`config.mk`:
```
export PLATFORM = sky130hd
export DESIGN_NAME = sensor_frame_deframer_crc8
export DESIGN_NICKNAME = d
export VERILOG_FILES = /design/src/design/sfd_pkg.sv /design/src/design/sfd_front.sv /design/src/design/sfd_cmdq.sv /design/src/design/sfd_back.sv /design/src/design/sensor_frame_deframer_crc8.sv
export SDC_FILE = /design/constraint.sdc
export NUM_CORES = 1
export LEC_CHECK = 0
export BUFFER_PORTS_ARGS = -buffer_cell sky130_fd_sc_hd__clkbuf_2
export CAP_MARGIN = 0
export CORE_MARGIN = 2
export CORE_UTILIZATION = 55
export CTS_CLUSTER_SIZE = 8
export DETAILED_ROUTE_END_ITERATION = 8
export GPL_TIMING_DRIVEN = 0
export PLACE_DENSITY = 0.71
export RECOVER_POWER = 50
export SYNTH_ARGS = -nofsm -noshare
export SYNTH_HDL_FRONTEND = slang
export SYNTH_SLANG_ARGS = --single-unit
```
`constraint.sdc`:
```
create_clock -name clk -period 13.6 [get_ports clk]
set_clock_uncertainty 0.05 [all_clocks]
set_input_delay 2.72 -clock clk [delete_from_list [all_inputs] [get_ports clk]]
set_output_delay 2.72 -clock clk [all_outputs]
set_load 0.02 [all_outputs]
```
`src/design/sfd_pkg.sv`:
```
// Shared types, constants and the CRC-8 step for the sensor frame deframer.
package sfd_pkg;

	// Default total buffer size; the payload part is this minus the header bytes.
	localparam int BUFFER_BYTES_DEF = 64;
	localparam int HEADER_BYTES = 8;
	localparam logic [7:0] CRC_POLY = 8'h31;

	// Depth of the command queue between the parser and the output side.
	localparam int CMDQ_DEPTH = 2;

	typedef enum logic [1:0] {
		ST_GOOD    = 2'd0,
		ST_CRC_ERR = 2'd1,
		ST_LEN_ERR = 2'd2
	} frame_status_t;

	// One finished frame as handed from the parser to the output side.
	typedef struct packed {
		frame_status_t status;
		logic [7:0]    sensor_kind;
		logic [7:0]    sensor_number;
		logic [15:0]   sequence_number;
		logic [7:0]    payload_kind;
		logic [7:0]    length;
		logic          bank;
	} frame_cmd_t;

	// Tells the parser that a payload bank has been read out and may be reused.
	typedef struct packed {
		logic valid;
		logic bank;
	} bank_free_t;

	// One byte of CRC-8, polynomial 0x31, MSB first.
	function automatic logic [7:0] crc8_update(input logic [7:0] crc, input logic [7:0] b);
		logic [7:0] c;
		c = crc ^ b;
		for (int k = 0; k < 8; k++) begin
			c = c[7] ? ((c << 1) ^ CRC_POLY) : (c << 1);
		end
		return c;
	endfunction

endpackage

```
`src/design/sfd_front.sv`:
```
// Parser: hunts for the start byte, collects the header, checks the CRC and queues frames.
module sfd_front #(
	parameter int BUFFER_BYTES = sfd_pkg::BUFFER_BYTES_DEF
) (
	input  logic                                                   clk,
	input  logic                                                   arst_n,
	input  logic                                                   start_byte_we,
	input  logic [7:0]                                             start_byte,
	input  logic                                                   in_valid,
	output logic                                                   in_stall,
	input  logic [7:0]                                             rx_byte,
	output logic                                                   cmd_push,
	output sfd_pkg::frame_cmd_t                                    cmd_data,
	input  logic                                                   cmd_full,
	input  sfd_pkg::bank_free_t                                    bank_free,
	output logic                                                   mem_we,
	output logic                                                   mem_bank,
	output logic [$clog2(BUFFER_BYTES - sfd_pkg::HEADER_BYTES)-1:0] mem_addr,
	output logic [7:0]                                             mem_data
);

	localparam int MAX_PAYLOAD = BUFFER_BYTES - sfd_pkg::HEADER_BYTES;
	localparam int IW = $clog2(MAX_PAYLOAD);
	localparam logic [7:0] MaxLen = 8'(MAX_PAYLOAD);
	localparam logic [7:0] PosLen = 8'd1;
	localparam logic [7:0] PosKind = 8'd2;
	localparam logic [7:0] PosNumber = 8'd3;
	localparam logic [7:0] PosSeqHi = 8'd4;
	localparam logic [7:0] PosSeqLo = 8'd5;
	localparam logic [7:0] PosPayKind = 8'd6;
	localparam logic [7:0] PosBody = 8'd7;

	logic [7:0]  start_q;
	logic [7:0]  pos_q;
	logic [7:0]  len_q;
	logic [7:0]  crc_q;
	logic [7:0]  kind_q;
	logic [7:0]  number_q;
	logic [15:0] seq_q;
	logic [7:0]  pkind_q;
	logic        wr_bank_q;
	logic [1:0]  busy_q;

	logic        accept;
	logic        in_body;
	logic        at_crc;
	logic        crc_ok;
	logic        len_bad;
	logic        good_payload;
	logic [7:0]  crc_next;
	logic [7:0]  body_idx;
	logic [1:0]  busy_n;

	always_comb begin
		// A byte waits while the bank it would fill holds an undelivered frame, or on cmd_full.
		in_stall = busy_q[wr_bank_q] | cmd_full;
		accept = in_valid & ~in_stall;
		in_body = {1'b0, pos_q} < ({1'b0, len_q} + 9'(PosBody));
		at_crc = (pos_q >= PosKind) & ~in_body;
		crc_ok = rx_byte == crc_q;
		len_bad = (pos_q == PosLen) & (rx_byte > MaxLen);
		good_payload = at_crc & crc_ok & (len_q != 8'd0);
		crc_next = sfd_pkg::crc8_update(crc_q, rx_byte);
		body_idx = pos_q - PosBody;

		mem_we = accept & (pos_q >= PosBody) & in_body;
		mem_bank = wr_bank_q;
		mem_addr = body_idx[IW-1:0];
		mem_data = rx_byte;

		cmd_push = accept & (len_bad | at_crc);
		cmd_data.status = crc_ok ? sfd_pkg::ST_GOOD : sfd_pkg::ST_CRC_ERR;
		cmd_data.sensor_kind = kind_q;
		cmd_data.sensor_number = number_q;
		cmd_data.sequence_number = seq_q;
		cmd_data.payload_kind = pkind_q;
		cmd_data.length = len_q;
		cmd_data.bank = wr_bank_q;
		if (len_bad) begin
			cmd_data.status = sfd_pkg::ST_LEN_ERR;
			cmd_data.sensor_kind = 8'd0;
			cmd_data.sensor_number = 8'd0;
			cmd_data.sequence_number = 16'd0;
			cmd_data.payload_kind = 8'd0;
			cmd_data.length = 8'd0;
		end

		busy_n = busy_q;
		if (bank_free.valid) begin
			busy_n[bank_free.bank] = 1'b0;
		end
		if (accept & good_payload) begin
			busy_n[wr_bank_q] = 1'b1;
		end
	end

	always_ff @(posedge clk or negedge arst_n) begin
		if (!arst_n) begin
			start_q <= 8'd0;
			pos_q <= 8'd0;
			len_q <= 8'd0;
			crc_q <= 8'd0;
			wr_bank_q <= 1'b0;
			busy_q <= 2'b00;
		end else begin
			busy_q <= busy_n;
			if (start_byte_we) begin
				start_q <= start_byte;
			end
			if (accept) begin
				if (pos_q == 8'd0) begin
					if (rx_byte == start_q) begin
						pos_q <= PosLen;
						crc_q <= 8'd0;
					end
				end else if (pos_q == PosLen) begin
					if (len_bad) begin
						pos_q <= 8'd0;
					end else begin
						len_q <= rx_byte;
						crc_q <= sfd_pkg::crc8_update(8'd0, rx_byte);
						pos_q <= PosKind;
					end
				end else if (in_body) begin
					crc_q <= crc_next;
					pos_q <= pos_q + 8'd1;
				end else begin
					pos_q <= 8'd0;
					if (good_payload) begin
						wr_bank_q <= ~wr_bank_q;
					end
				end
			end
		end
	end

	always_ff @(posedge clk) begin
		if (accept) begin
			case (pos_q)
				PosKind:    kind_q <= rx_byte;
				PosNumber:  number_q <= rx_byte;
				PosSeqHi:   seq_q[15:8] <= rx_byte;
				PosSeqLo:   seq_q[7:0] <= rx_byte;
				PosPayKind: pkind_q <= rx_byte;
				default:    ;
			endcase
		end
	end

endmodule

```
`src/design/sfd_cmdq.sv`:
```
// Short queue of finished frame commands between the parser and the output side.
module sfd_cmdq (
	input  logic                clk,
	input  logic                arst_n,
	input  logic                push,
	input  sfd_pkg::frame_cmd_t push_data,
	output logic                full,
	input  logic                pop,
	output logic                not_empty,
	output sfd_pkg::frame_cmd_t head
);

	localparam int PW = $clog2(sfd_pkg::CMDQ_DEPTH);
	localparam logic [PW:0] Depth = (PW + 1)'(sfd_pkg::CMDQ_DEPTH);

	sfd_pkg::frame_cmd_t entry_q [sfd_pkg::CMDQ_DEPTH];
	logic [PW-1:0] wr_ptr_q;
	logic [PW-1:0] rd_ptr_q;
	logic [PW:0]   count_q;

	assign full = count_q == Depth;
	assign not_empty = count_q != '0;
	assign head = entry_q[rd_ptr_q];

	always_ff @(posedge clk or negedge arst_n) begin
		if (!arst_n) begin
			wr_ptr_q <= '0;
			rd_ptr_q <= '0;
			count_q <= '0;
		end else begin
			if (push) begin
				wr_ptr_q <= wr_ptr_q + 1'b1;
			end
			if (pop) begin
				rd_ptr_q <= rd_ptr_q + 1'b1;
			end
			if (push & ~pop) begin
				count_q <= count_q + 1'b1;
			end else if (pop & ~push) begin
				count_q <= count_q - 1'b1;
			end
		end
	end

	always_ff @(posedge clk) begin
		if (push) begin
			entry_q[wr_ptr_q] <= push_data;
		end
	end

endmodule

```
`src/design/sfd_back.sv`:
```
// Output side: holds the two payload banks and plays out each queued frame as result words.
module sfd_back #(
	parameter int BUFFER_BYTES = sfd_pkg::BUFFER_BYTES_DEF
) (
	input  logic                                                   clk,
	input  logic                                                   arst_n,
	input  logic                                                   mem_we,
	input  logic                                                   mem_bank,
	input  logic [$clog2(BUFFER_BYTES - sfd_pkg::HEADER_BYTES)-1:0] mem_addr,
	input  logic [7:0]                                             mem_data,
	input  logic                                                   cmd_valid,
	input  sfd_pkg::frame_cmd_t                                    cmd_head,
	output logic                                                   cmd_pop,
	output sfd_pkg::bank_free_t                                    bank_free,
	output logic                                                   out_valid,
	input  logic                                                   out_stall,
	output logic [1:0]                                             frame_status,
	output logic [7:0]                                             sensor_kind,
	output logic [7:0]                                             sensor_number,
	output logic [15:0]                                            sequence_number,
	output logic [7:0]                                             payload_kind,
	output logic [7:0]                                             payload_byte,
	output logic                                                   byte_valid,
	output logic                                                   last_of_frame
);

	localparam int MAX_PAYLOAD = BUFFER_BYTES - sfd_pkg::HEADER_BYTES;
	localparam int IW = $clog2(MAX_PAYLOAD);

	logic [7:0] mem [2][MAX_PAYLOAD];

	logic [IW-1:0]       k_q;
	logic [7:0]          rd_q;
	logic                valid_s1;
	sfd_pkg::frame_cmd_t hdr_s1;
	logic                bval_s1;
	logic                last_s1;

	logic                valid_s2;
	logic [1:0]          status_s2;
	logic [7:0]          kind_s2;
	logic [7:0]          number_s2;
	logic [15:0]         seq_s2;
	logic [7:0]          pkind_s2;
	logic [7:0]          data_s2;
	logic                bval_s2;
	logic                last_s2;

	logic advance;
	logic s1_free;
	logic issue;
	logic has_payload;
	logic word_last;

	always_comb begin
		advance = ~valid_s2 | ~out_stall;
		s1_free = ~valid_s1 | advance;
		issue = cmd_valid & s1_free;
		has_payload = (cmd_head.status == sfd_pkg::ST_GOOD) & (cmd_head.length != 8'd0);
		// Error and empty frames are a single word; others end at the last payload byte.
		word_last = has_payload ? ((8'(k_q) + 8'd1) == cmd_head.length) : 1'b1;
		cmd_pop = issue & word_last;
		bank_free.valid = cmd_pop & has_payload;
		bank_free.bank = cmd_head.bank;
	end

	always_ff @(posedge clk) begin
		if (mem_we) begin
			mem[mem_bank][mem_addr] <= mem_data;
		end
		if (issue) begin
			rd_q <= mem[cmd_head.bank][k_q];
		end
	end

	always_ff @(posedge clk or negedge arst_n) begin
		if (!arst_n) begin
			k_q <= '0;
			valid_s1 <= 1'b0;
			valid_s2 <= 1'b0;
		end else begin
			if (issue) begin
				k_q <= cmd_pop ? '0 : k_q + 1'b1;
			end
			if (s1_free) begin
				valid_s1 <= issue;
			end
			if (advance) begin
				valid_s2 <= valid_s1;
			end
		end
	end

	always_ff @(posedge clk) begin
		if (issue) begin
			hdr_s1 <= cmd_head;
			bval_s1 <= has_payload;
			last_s1 <= word_last;
		end
		if (advance & valid_s1) begin
			status_s2 <= hdr_s1.status;
			kind_s2 <= hdr_s1.sensor_kind;
			number_s2 <= hdr_s1.sensor_number;
			seq_s2 <= hdr_s1.sequence_number;
			pkind_s2 <= hdr_s1.payload_kind;
			data_s2 <= bval_s1 ? rd_q : 8'd0;
			bval_s2 <= bval_s1;
			last_s2 <= last_s1;
		end
	end

	assign out_valid = valid_s2;
	assign frame_status = status_s2;
	assign sensor_kind = kind_s2;
	assign sensor_number = number_s2;
	assign sequence_number = seq_s2;
	assign payload_kind = pkind_s2;
	assign payload_byte = data_s2;
	assign byte_valid = bval_s2;
	assign last_of_frame = last_s2;

endmodule

```
`src/design/sensor_frame_deframer_crc8.sv`:
```
// From its CRC byte to its first result word, a frame passes the frame queue, s1 and s2.
// Throughput: one received byte per cycle, one result word per cycle, each unless stalled.
// Input stalls only while both payload banks hold frames not yet played out,
// or while the two-entry frame queue is full.
// Reset clears all control state and start_byte to zero; the block starts hunting.
module sensor_frame_deframer_crc8 #(
	parameter int BUFFER_BYTES = sfd_pkg::BUFFER_BYTES_DEF
) (
	input  logic        clk,
	input  logic        arst_n,
	input  logic        start_byte_we,
	input  logic [7:0]  start_byte,
	input  logic        in_valid,
	output logic        in_stall,
	input  logic [7:0]  rx_byte,
	output logic        out_valid,
	input  logic        out_stall,
	output logic [1:0]  frame_status,
	output logic [7:0]  sensor_kind,
	output logic [7:0]  sensor_number,
	output logic [15:0] sequence_number,
	output logic [7:0]  payload_kind,
	output logic [7:0]  payload_byte,
	output logic        byte_valid,
	output logic        last_of_frame
);

	localparam int IW = $clog2(BUFFER_BYTES - sfd_pkg::HEADER_BYTES);

	logic                cmd_push;
	sfd_pkg::frame_cmd_t cmd_data;
	logic                cmd_full;
	logic                cmd_pop;
	logic                cmd_valid;
	sfd_pkg::frame_cmd_t cmd_head;
	sfd_pkg::bank_free_t bank_free;
	logic                mem_we;
	logic                mem_bank;
	logic [IW-1:0]       mem_addr;
	logic [7:0]          mem_data;

	sfd_front #(.BUFFER_BYTES(BUFFER_BYTES)) u_front (
		.clk           (clk),
		.arst_n        (arst_n),
		.start_byte_we (start_byte_we),
		.start_byte    (start_byte),
		.in_valid      (in_valid),
		.in_stall      (in_stall),
		.rx_byte       (rx_byte),
		.cmd_push      (cmd_push),
		.cmd_data      (cmd_data),
		.cmd_full      (cmd_full),
		.bank_free     (bank_free),
		.mem_we        (mem_we),
		.mem_bank      (mem_bank),
		.mem_addr      (mem_addr),
		.mem_data      (mem_data)
	);

	sfd_cmdq u_cmdq (
		.clk       (clk),
		.arst_n    (arst_n),
		.push      (cmd_push),
		.push_data (cmd_data),
		.full      (cmd_full),
		.pop       (cmd_pop),
		.not_empty (cmd_valid),
		.head      (cmd_head)
	);

	sfd_back #(.BUFFER_BYTES(BUFFER_BYTES)) u_back (
		.clk             (clk),
		.arst_n          (arst_n),
		.mem_we          (mem_we),
		.mem_bank        (mem_bank),
		.mem_addr        (mem_addr),
		.mem_data        (mem_data),
		.cmd_valid       (cmd_valid),
		.cmd_head        (cmd_head),
		.cmd_pop         (cmd_pop),
		.bank_free       (bank_free),
		.out_valid       (out_valid),
		.out_stall       (out_stall),
		.frame_status    (frame_status),
		.sensor_kind     (sensor_kind),
		.sensor_number   (sensor_number),
		.sequence_number (sequence_number),
		.payload_kind    (payload_kind),
		.payload_byte    (payload_byte),
		.byte_valid      (byte_valid),
		.last_of_frame   (last_of_frame)
	);

endmodule

```
After elaboration in Yosys (flattened, before gate mapping). Memories as Yosys holds them, arrays and structs flattened. Cells that the tools add are included.

Register bits: 191. Memory bits (writable): 998. Output and inout bits: 54. Word-level logic and storage cells: 188. Memories: 2.

Add/subtract/negate cells: 9. Magnitude comparators: 11. Eq/ne operators: 12. Mux-type cells: 49. Bitwise gates (word level): 53. Reductions and logical operators: 19.

Memory list: u_back.mem (words 2, bits a word 448, read ports 1, clocked after memory_dff 0, write ports 1, RTL line sfd_back.sv:30) `logic [7:0] mem [2][MAX_PAYLOAD];`; u_cmdq.entry_q (words 2, bits a word 51, read ports 1, clocked after memory_dff 0, write ports 1, RTL line sfd_cmdq.sv:16) `sfd_pkg::frame_cmd_t entry_q [sfd_pkg::CMDQ_DEPTH];`.

Operator list (number): two-way mux 448 bit (1); two-way mux 6 bit (17); two-way mux 8 bit (12); two-way mux 50 bit (1); binary-select mux 8 bit (select 6 bit) (1); demux 8 bit (select 6 bit) (1); NOT 3 bit (16); equality test 8 x 3 -> 1 bit, second input constant (3); equality test 8 bit (3); AND 1 bit (16); equality test 8 x 2 -> 1 bit, second input constant (2); nonzero test 8 bit (2); greater-or-equal comparator 7 bit, second input constant (2); NOT 6 -> 7 bit (2); AND reduction 2 bit (6); NOT 1 bit (11); two-way mux 2 bit (5); adder 8 x 3 -> 9 bit, second input constant (1); < comparator 8 x 9 -> 1 bit (1); two-way mux 1 bit (9); adder 8 x 1 -> 8 bit, second input constant (1); equality test 8 x 1 -> 1 bit, second input constant (1); greater-or-equal comparator 8 x 2 -> 1 bit, second input constant (1); greater-or-equal comparator 8 x 3 -> 1 bit, second input constant (1); other kinds (26) (37).

Longest topological paths before layout. Gate-level depths: netlist of the first run.

Depth after elaboration: 20. Mapped depth: 17. Depth with buffers taken out: 17.

Hierarchy. Synthesis of the first run repeated with hierarchy kept, for this count alone.

Cells, all modules: 2379. Area total of the unflattened synthesis: 47292.9 um^2.

Modules (own cells, without submodules): sfd_back (instances 1, cells an instance 1812, area an instance 38817.2 um^2, sequential area each 30229.0 um^2); sfd_front (instances 1, cells an instance 392, area an instance 4354.2 um^2, sequential area each 2077.0 um^2); sfd_cmdq (instances 1, cells an instance 175, area an instance 4121.5 um^2, sequential area each 3163.0 um^2).

Least setup slack after synthesis of the first run. Ideal clock, no wire load.

Kind: input-to-reg. Start: in out_stall. End: reg u_back.bval_s2, in the netlist u_back.byte_valid (enable). Setup time: 0.541 ns. Arrival time: 6.504 ns. Data required time: 13.009 ns. Slack: 6.506 ns. Stages on the path: 1. Buffers on the path: 0. Path through: a21boi_0.

Longest elaborated chain between the ends: 3.

Ends and longest elaborated chain: from (decl) (RTL line sensor_frame_deframer_crc8.sv:17) `input logic out_stall,`; NOT 1 bit (RTL line sfd_back.sv:56) `advance = ~valid_s2 | ~out_stall;`; bitwise OR 1 bit (RTL line sfd_back.sv:56); AND 1 bit (RTL line sfd_back.sv:100) `if (advance & valid_s1) begin`; to (signal assigned) (RTL line sfd_back.sv:107) `bval_s2 <= bval_s1;`; to (decl) (RTL line sfd_back.sv:46) `logic bval_s2;`.

Every way passes these cells. A chain may end at the register's enable or synchronous reset.

Worst setup path after layout of the first run.
Start: in rx_byte[5]. End: mem u_cmdq.entry_q[1][26] in the netlist's numbering (enable).

Longest elaborated chain between the ends: 6.

Ends and longest elaborated chain: from (decl) (RTL line sensor_frame_deframer_crc8.sv:15) `input logic [7:0] rx_byte,`; greater-than comparator 8 x 6 -> 1 bit (RTL line sfd_front.sv:61) `len_bad = (pos_q == PosLen) & (rx_byte > MaxLen);`; AND 1 bit (RTL line sfd_front.sv:61); bitwise OR 1 bit (RTL line sfd_front.sv:71) `cmd_push = accept & (len_bad | at_crc);`; AND 1 bit (RTL line sfd_front.sv:71); two-way mux 1 bit (RTL line sfd_cmdq.sv:46) `if (push) begin`; two-way mux 1 bit (not written as such) (RTL line sfd_cmdq.sv:47) `entry_q[wr_ptr_q] <= push_data;`; to (decl) (RTL line sfd_cmdq.sv:16).

Every way passes these cells.

==> impl_metrics.json, run 1 <==
{
  "status": "finished, violations left",
  "failed_checks": "max-capacitance violations, max-slew violations",
  "cts_root_buf": "clkbuf_16",
  "row_count": 107,
  "routabilityCongestion": 0.9911,
  "cts-buffers-inserted": 166,
  "maxCapViolCount": 19,
  "hp-class": "register to register",
  "synth_edf_count": 1142,
  "clock_latency_ps": 760,
  "reg2reg_from": "u_front.len_q[0]",
  "drt-pass1-iter-count": 6,
  "drc_errors": 0,
  "netlist_area_um2": 47000,
  "p_leak_nw": 17.57,
  "multi_input_area_um2": 10640,
  "synth-async-reset-ratio": 0.03953,
  "start_kind": "input port",
  "syn_avg_cell_area_um2": 16.54,
  "h-tree-depth": 4,
  "clk_pin_slew_worst_paths_ps": 40,
  "finalMaxSlewViolations": 1061,
  "synth_top_area_cell": "edfxtp_1",
  "fp.dieH_um": 296.3,
  "hold_viol": 0,
  "die-area_um2": 87810,
  "synth_compound_area_frac": 0.04441,
  "worstSetupEndpointType": "register",
  "drt_iter0_drc": 3684,
  "start_util": 0.5537,
  "cts_sinks": 1189,
  "relSlewSlack": -1.747,
  "syn_inst": 2841,
  "antenna_found_initial": 2,
  "yosysTopAreaCellShare": 0.7297,
  "ios": 75,
  "grt_pass1_vias": 27093,
  "tns_ps": 0,
  "worst_slew_pin_slew_ps": 4121,
  "synthAdderAreaFrac": 0.003993,
  "cts_resized": 0,
  "required_ps": 13990,
  "rsz0062_at_grt": "false",
  "cts_tree": "done",
  "crit_chain": "clkbuf_1 > clkbuf_1 > clkbuf_1 > nand3_1 > nor2_1 > o311ai_2 > clkinv_1 > o21ai_0 > nor2_4 > buf_12",
  "ys_seq_area_frac": 0.7547,
  "yosysWarningCount": 0,
  "gr-usage-all-layers": 0.2873,
  "mostFrequentLayoutCell": "edfxtp_1",
  "synth_cell_type_count": 70,
  "via_per_inst": 6.384,
  "clockBufferDepth": 3,
  "criticalPathCategory": "input port to register",
  "period_needed_ps": 9525,
  "wl_um": 124200,
  "overflow": 0,
  "cp_max_fo": 76,
  "ff_latch_area_um2": 35470,
  "synth.area.top_cells": "edfxtp_1 73%, mux4_2 4.3%, nand2_1 3.2%, mux2i_1 3.0%, dfrtp_1 2.5%",
  "critPathSlowestCell": "clkbuf_1",
  "layout.nets": 3131,
  "power.density_nw_per_um2": 198.5,
  "setup_violations": 0,
  "synth_top_family_by_area": "multiplexers",
  "path_common_cell": "clkbuf_1",
  "postSynthRegisterBits": 1189,
  "die_x_um": 296.3,
  "max_freq_ghz": 0.1050,
  "synth_mux_area_frac": 0.08697,
  "grt_max_degree": 92,
  "min_from": "u_back.hdr_s1[36]",
  "dp_hpwl_um": 81750,
  "place_area_um2": 49140,
  "postCtsSetupBuffers": 0,
  "startpoint": "rx_byte[5]",
  "cts_hold_buf": 0,
  "cp.arrival_ps": 9910,
  "synth_flop_cell": "edfxtp_1",
  "final_antenna_net_count": 0,
  "detail_route.wl_per_cell_um": 29.05,
  "drive_gt1_frac": 0.1479,
  "finalCritPeriodShare": 0.7004,
  "synth.net_count": 2877,
  "final_cell_mix": "1142 x edfxtp_1, 399 x nand2_1, 169 x clkbuf_16, 148 x nor2_1, 140 x mux2i_1",
  "area_growth_pct": 13.47,
  "final_area_um2": 53330,
  "synthXorXnorAreaFrac": 0.01398,
  "slowest_delay_ps": 2940,
  "io_buffers": 73,
  "grt_pass1_wl_um": 179900,
  "dr_total_vias": 27299,
  "synth_simple_gate_area_frac": 0.07675,
  "vdd_drop_max_mv": 0.1367,
  "core-area_um2": 84880,
  "fill_cells": 6065
}
[worst paths after layout]
kind,endpoint,slack [ps],cells past startpoint
max,u_cmdq.entry_q[1][26],4070,10
min,u_back.sensor_number[3],360,0
max reg2reg,u_back.mem[0][94],7950,14
min reg2reg,u_back.sensor_number[3],360,0
max in group asynchronous,u_front.busy_q[1],9200,2
min in group asynchronous,u_front.start_q[0],1890,1
[report_power, final]
group / internal, mW / switching (mW)
logic: 0.840 / 1.63
registers: 4.38 / 0.103
clock network: 2.20 / 1.44
[per-stage QoR]
stage / util / total power, mW / hold slack (ps) / instances / worst slack [ps]
after detailed placement: 0.5790 / 6.973 / 354.5 / 4070 / 6697
after global routing: 0.6282 / 10.92 / 368.8 / 4274 / 3642
after global placement: 0.5749 / 6.905 / 350.9 / 4058 / 3583
after floorplan: - / 6.082 / 350.3 / 2841 / 6506
final: 0.6283 / 10.59 / 362.3 / 4276 / 4075
after CTS: 0.6314 / 10.58 / 362.3 / 4273 / 7482
[layout make-up]
cell class / count / share of cell area
clock inverter: 9 / 0.002440
inverter: 27 / 0.001900
tap: 1144 / 0.02684
buffer: 156 / 0.01488
multi-input combinational: 1469 / 0.1996
sequential: 1189 / 0.6651
timing repair buffer: 86 / 0.008118
antenna: 2 / 0.00009385
clock buffer: 194 / 0.08106
[kinds of logic after synthesis]
kind of cell,after synthesis
mux,289
fa+ha+maj,15
compound gates,283
xor+xnor,75
buf+inv,183
simple gates,807
flops,1189
[worst max-delay path, delay by kind of cell]
family                 cells  cell delay (ps)
buffers and inverters      5             5430
AOI/OAI and AO/OA          2              580
and+or+nand+nor            3             1020
[Yosys cell counts (8+ instances only)]
cell	n
a211oi_1	13
mux4_2	89
nor4_1	14
xor2_1	23
nor3_1	28
nor2b_1	10
clkbuf_1	81
a32oi_1	40
o21ai_0	25
nor2_1	150
dfrtp_1	47
a31oi_1	37
a22oi_1	13
xnor2_1	52
edfxtp_1	1142
ha_1	15
buf_2	32
buf_6	12
o32a_1	8
mux2i_1	140
nand4_1	22
a21o_1	11
buf_1	14
nand2_1	399
o22ai_1	14
buf_4	13
and2_1	63
a21oi_1	43
nand2b_1	10
mux2_2	58
nand3_1	82
a32o_1	29
inv_1	25
[sequential cells by signal (all words and copies together) (netlist names), 16 cells and up]
signal,cells
u_back.sequence_number,16
u_cmdq.entry_q,102
u_front.seq_q,16
u_back.mem,896
u_back.hdr_s1,42
[layer usage]
layer | part of all wire | vias up | GRT usage
li1 | - | 11394 | -
met1 | 0.37 | 13747 | 0.3770
met2 | 0.47 | 1824 | 0.4464
met3 | 0.12 | 334 | 0.08600
met4 | 0.043 | 0 | 0.1305
met5 | 0 | - | 0
No activity file was read; power rests on OpenSTA's default activity.
==> run 2, diff against run 1 <==
==> constraint.sdc (replaced) <==
create_clock -name clk -period 9.21 [get_ports clk]
set_clock_uncertainty 0.05 [all_clocks]
set_input_delay 1.842 -clock clk [delete_from_list [all_inputs] [get_ports clk]]
set_output_delay 1.842 -clock clk [all_outputs]
set_load 0.02 [all_outputs]
==> run 2 against run 1 <==
The flow still finishes with violations (max-capacitance violations, max-slew violations); power is 48% higher; global-route usage stayed put; non-clock buffer count stayed put; wire length hardly changed; critical endpoint is now u_cmdq.entry_q[1][23]; largest power group unchanged; highest routed layer unchanged.
==> impl_metrics.json, run 2 (same netlist as run 1, synthesis figures left out) <==
{
  "p_leak_nw": 17.60,
  "drt_iter0_drc": 3725,
  "max_freq_ghz": 0.1478,
  "cp.arrival_ps": 7160,
  "reg_top3": "u_back.mem (896), u_cmdq.entry_q (102), u_back.hdr_s1 (42)",
  "cts_root_buf": "clkbuf_16",
  "finalMaxSlewViolations": 856,
  "hold_viol": 0,
  "area_growth_pct": 13.62,
  "grt_pass1_wl_um": 179900,
  "detail_route.wl_per_cell_um": 29.06,
  "routabilityCongestion": 0.9911,
  "cts_sinks": 1189,
  "overflow": 0,
  "status": "finished, violations left",
  "largest_reg_flops": 896,
  "worst_slew_pin_slew_ps": 4084,
  "clk_pin_slew_worst_paths_ps": 50,
  "row_count": 107,
  "dr_total_vias": 27335,
  "cts_tree": "done",
  "vdd_drop_max_mv": 0.2029,
  "io_buffers": 73,
  "use_met3": 0.08600,
  "reg2reg_from": "u_front.len_q[0]",
  "ios": 75,
  "die-area_um2": 87810,
  "worstSetupEndpointType": "register",
  "r2r_end": "u_back.mem[0][94]",
  "use_met1": 0.3770,
  "dp_hpwl_um": 81750,
  "drive_gt1_frac": 0.1489,
  "postCtsSetupBuffers": 0,
  "crit_chain": "clkbuf_1 > clkbuf_1 > nand3_1 > nor2_1 > o311ai_2 > clkinv_1 > o21ai_0 > nor2_4 > buf_12",
  "start_kind": "input port",
  "wl_um": 124300,
  "cts_resized": 0,
  "finalCritPeriodShare": 0.7345,
  "setup_violations": 0,
  "start_util": 0.5537,
  "path_common_cell": "clkbuf_1",
  "reg2regPathDepth": 14,
  "regMostFlops": "u_back.mem",
  "criticalPathCategory": "input port to register",
  "final_antenna_net_count": 0,
  "clockBufferDepth": 3,
  "mostFrequentLayoutCell": "edfxtp_1",
  "crit_buf_inv": 4,
  "period_needed_ps": 6765,
  "relSlewSlack": -1.723,
  "layout.nets": 3131,
  "slowest_delay_ps": 2550,
  "maxCapViolCount": 16,
  "via_per_inst": 6.393,
  "hold_depth": 0,
  "drt-pass1-iter-count": 6,
  "cts_hold_buf": 0,
  "tns_ps": 0,
  "final_cell_mix": "1142 x edfxtp_1, 399 x nand2_1, 169 x clkbuf_16, 148 x nor2_1, 140 x mux2i_1",
  "fp.dieH_um": 296.3,
  "min_from": "u_back.hdr_s1[36]",
  "cp_max_fo": 72,
  "antenna_found_initial": 2,
  "final_util": 0.6291,
  "reg2reg_slack_ps": 3550,
  "grt_max_degree": 92,
  "cp_top_family": "buffers and inverters",
  "gr-usage-all-layers": 0.2873,
  "clock_latency_ps": 760,
  "required_ps": 9600,
  "core-area_um2": 84880,
  "grt_most_used_layer": "met2",
  "hp-class": "register to register",
  "cts-buffers-inserted": 166,
  "grt_pass1_vias": 27093,
  "hold_path_end": "u_back.sensor_number[3]",
  "failed_checks": "max-capacitance violations, max-slew violations",
  "power.density_nw_per_um2": 292.6,
  "die_x_um": 296.3,
  "use_met2": 0.4464,
  "rsz0062_at_grt": "false",
  "critPathSlowestCell": "clkbuf_1",
  "h-tree-depth": 4,
  "drc_errors": 0
}
-- run 2: cell count changes in the layout (fill, tap and decap cells not counted), sizes merged --
cell	before	now
buf	70	73
clkbuf	366	363
-- run 2: through the flow --
stage               area (um2)  std cells  power, mW  setup WS [ps]  hold slack [ps]
CTS                      53600       4273      15.63           3754            362.3
global route             53390       4274      16.12           2105            368.8
floorplan                47000       2841      8.981           2994            350.3
global placement         48800       4058      10.20          71.44            350.9
detailed placement       49140       4070      10.30           3185            354.5
finish                   53400       4276      15.63           2445            362.6
-- run 2: layout make-up --
cell class,instances,area [um2]
clock inverters,9,130.1
inverters,27,101.3
repair buffers,86,504.2
clock buffers,194,4323
well taps,1144,1431
multi-input cells,1469,10640
diodes,2,5.005
plain buffers,156,793.3
fillers,6055,31480
flip-flops and latches,1189,35470
-- run 2: worst register-to-register path: stages, from the launching register on --
cell,delay (ps)
dfrtp_1,400
inv_1,140
ha_1,210
nand2b_1,110
and4_1,250
xnor2_1,130
ha_1,310
nand2_1,90
o21ai_0,90
a21o_1,170
o21ai_1,440
nor3b_1,500
nand3_1,700
clkbuf_1,700
nor2_1,970
-- run 2: where the power goes --
group          total, mW  internal (mW)  switching (mW)
Sequential          6.62           6.46           0.152
Clock               5.36           3.25            2.12
Combinational       3.65           1.24            2.40
-- run 2: worst max-delay path by stage --
stage                     startpoint                     to  slack [ps]  cells past startpoint
global placement          rx_byte[4]  u_cmdq.entry_q[0][20]          70                      8
finish                    rx_byte[4]  u_cmdq.entry_q[1][23]        2440                      9
global route              rx_byte[4]  u_cmdq.entry_q[1][20]        2110                      9
floorplan                  out_stall      u_back.byte_valid        2990                      1
CTS                 u_front.len_q[0]      u_back.mem[0][92]        3750                     14
detailed placement        rx_byte[1]  u_cmdq.entry_q[0][22]        3190                     10
-- run 2: routing by layer --
layer	share of wire	routed length, um
met1	0.37	46200
met3	0.12	14480
met4	0.044	5482
met5	0	0
met2	0.47	58110
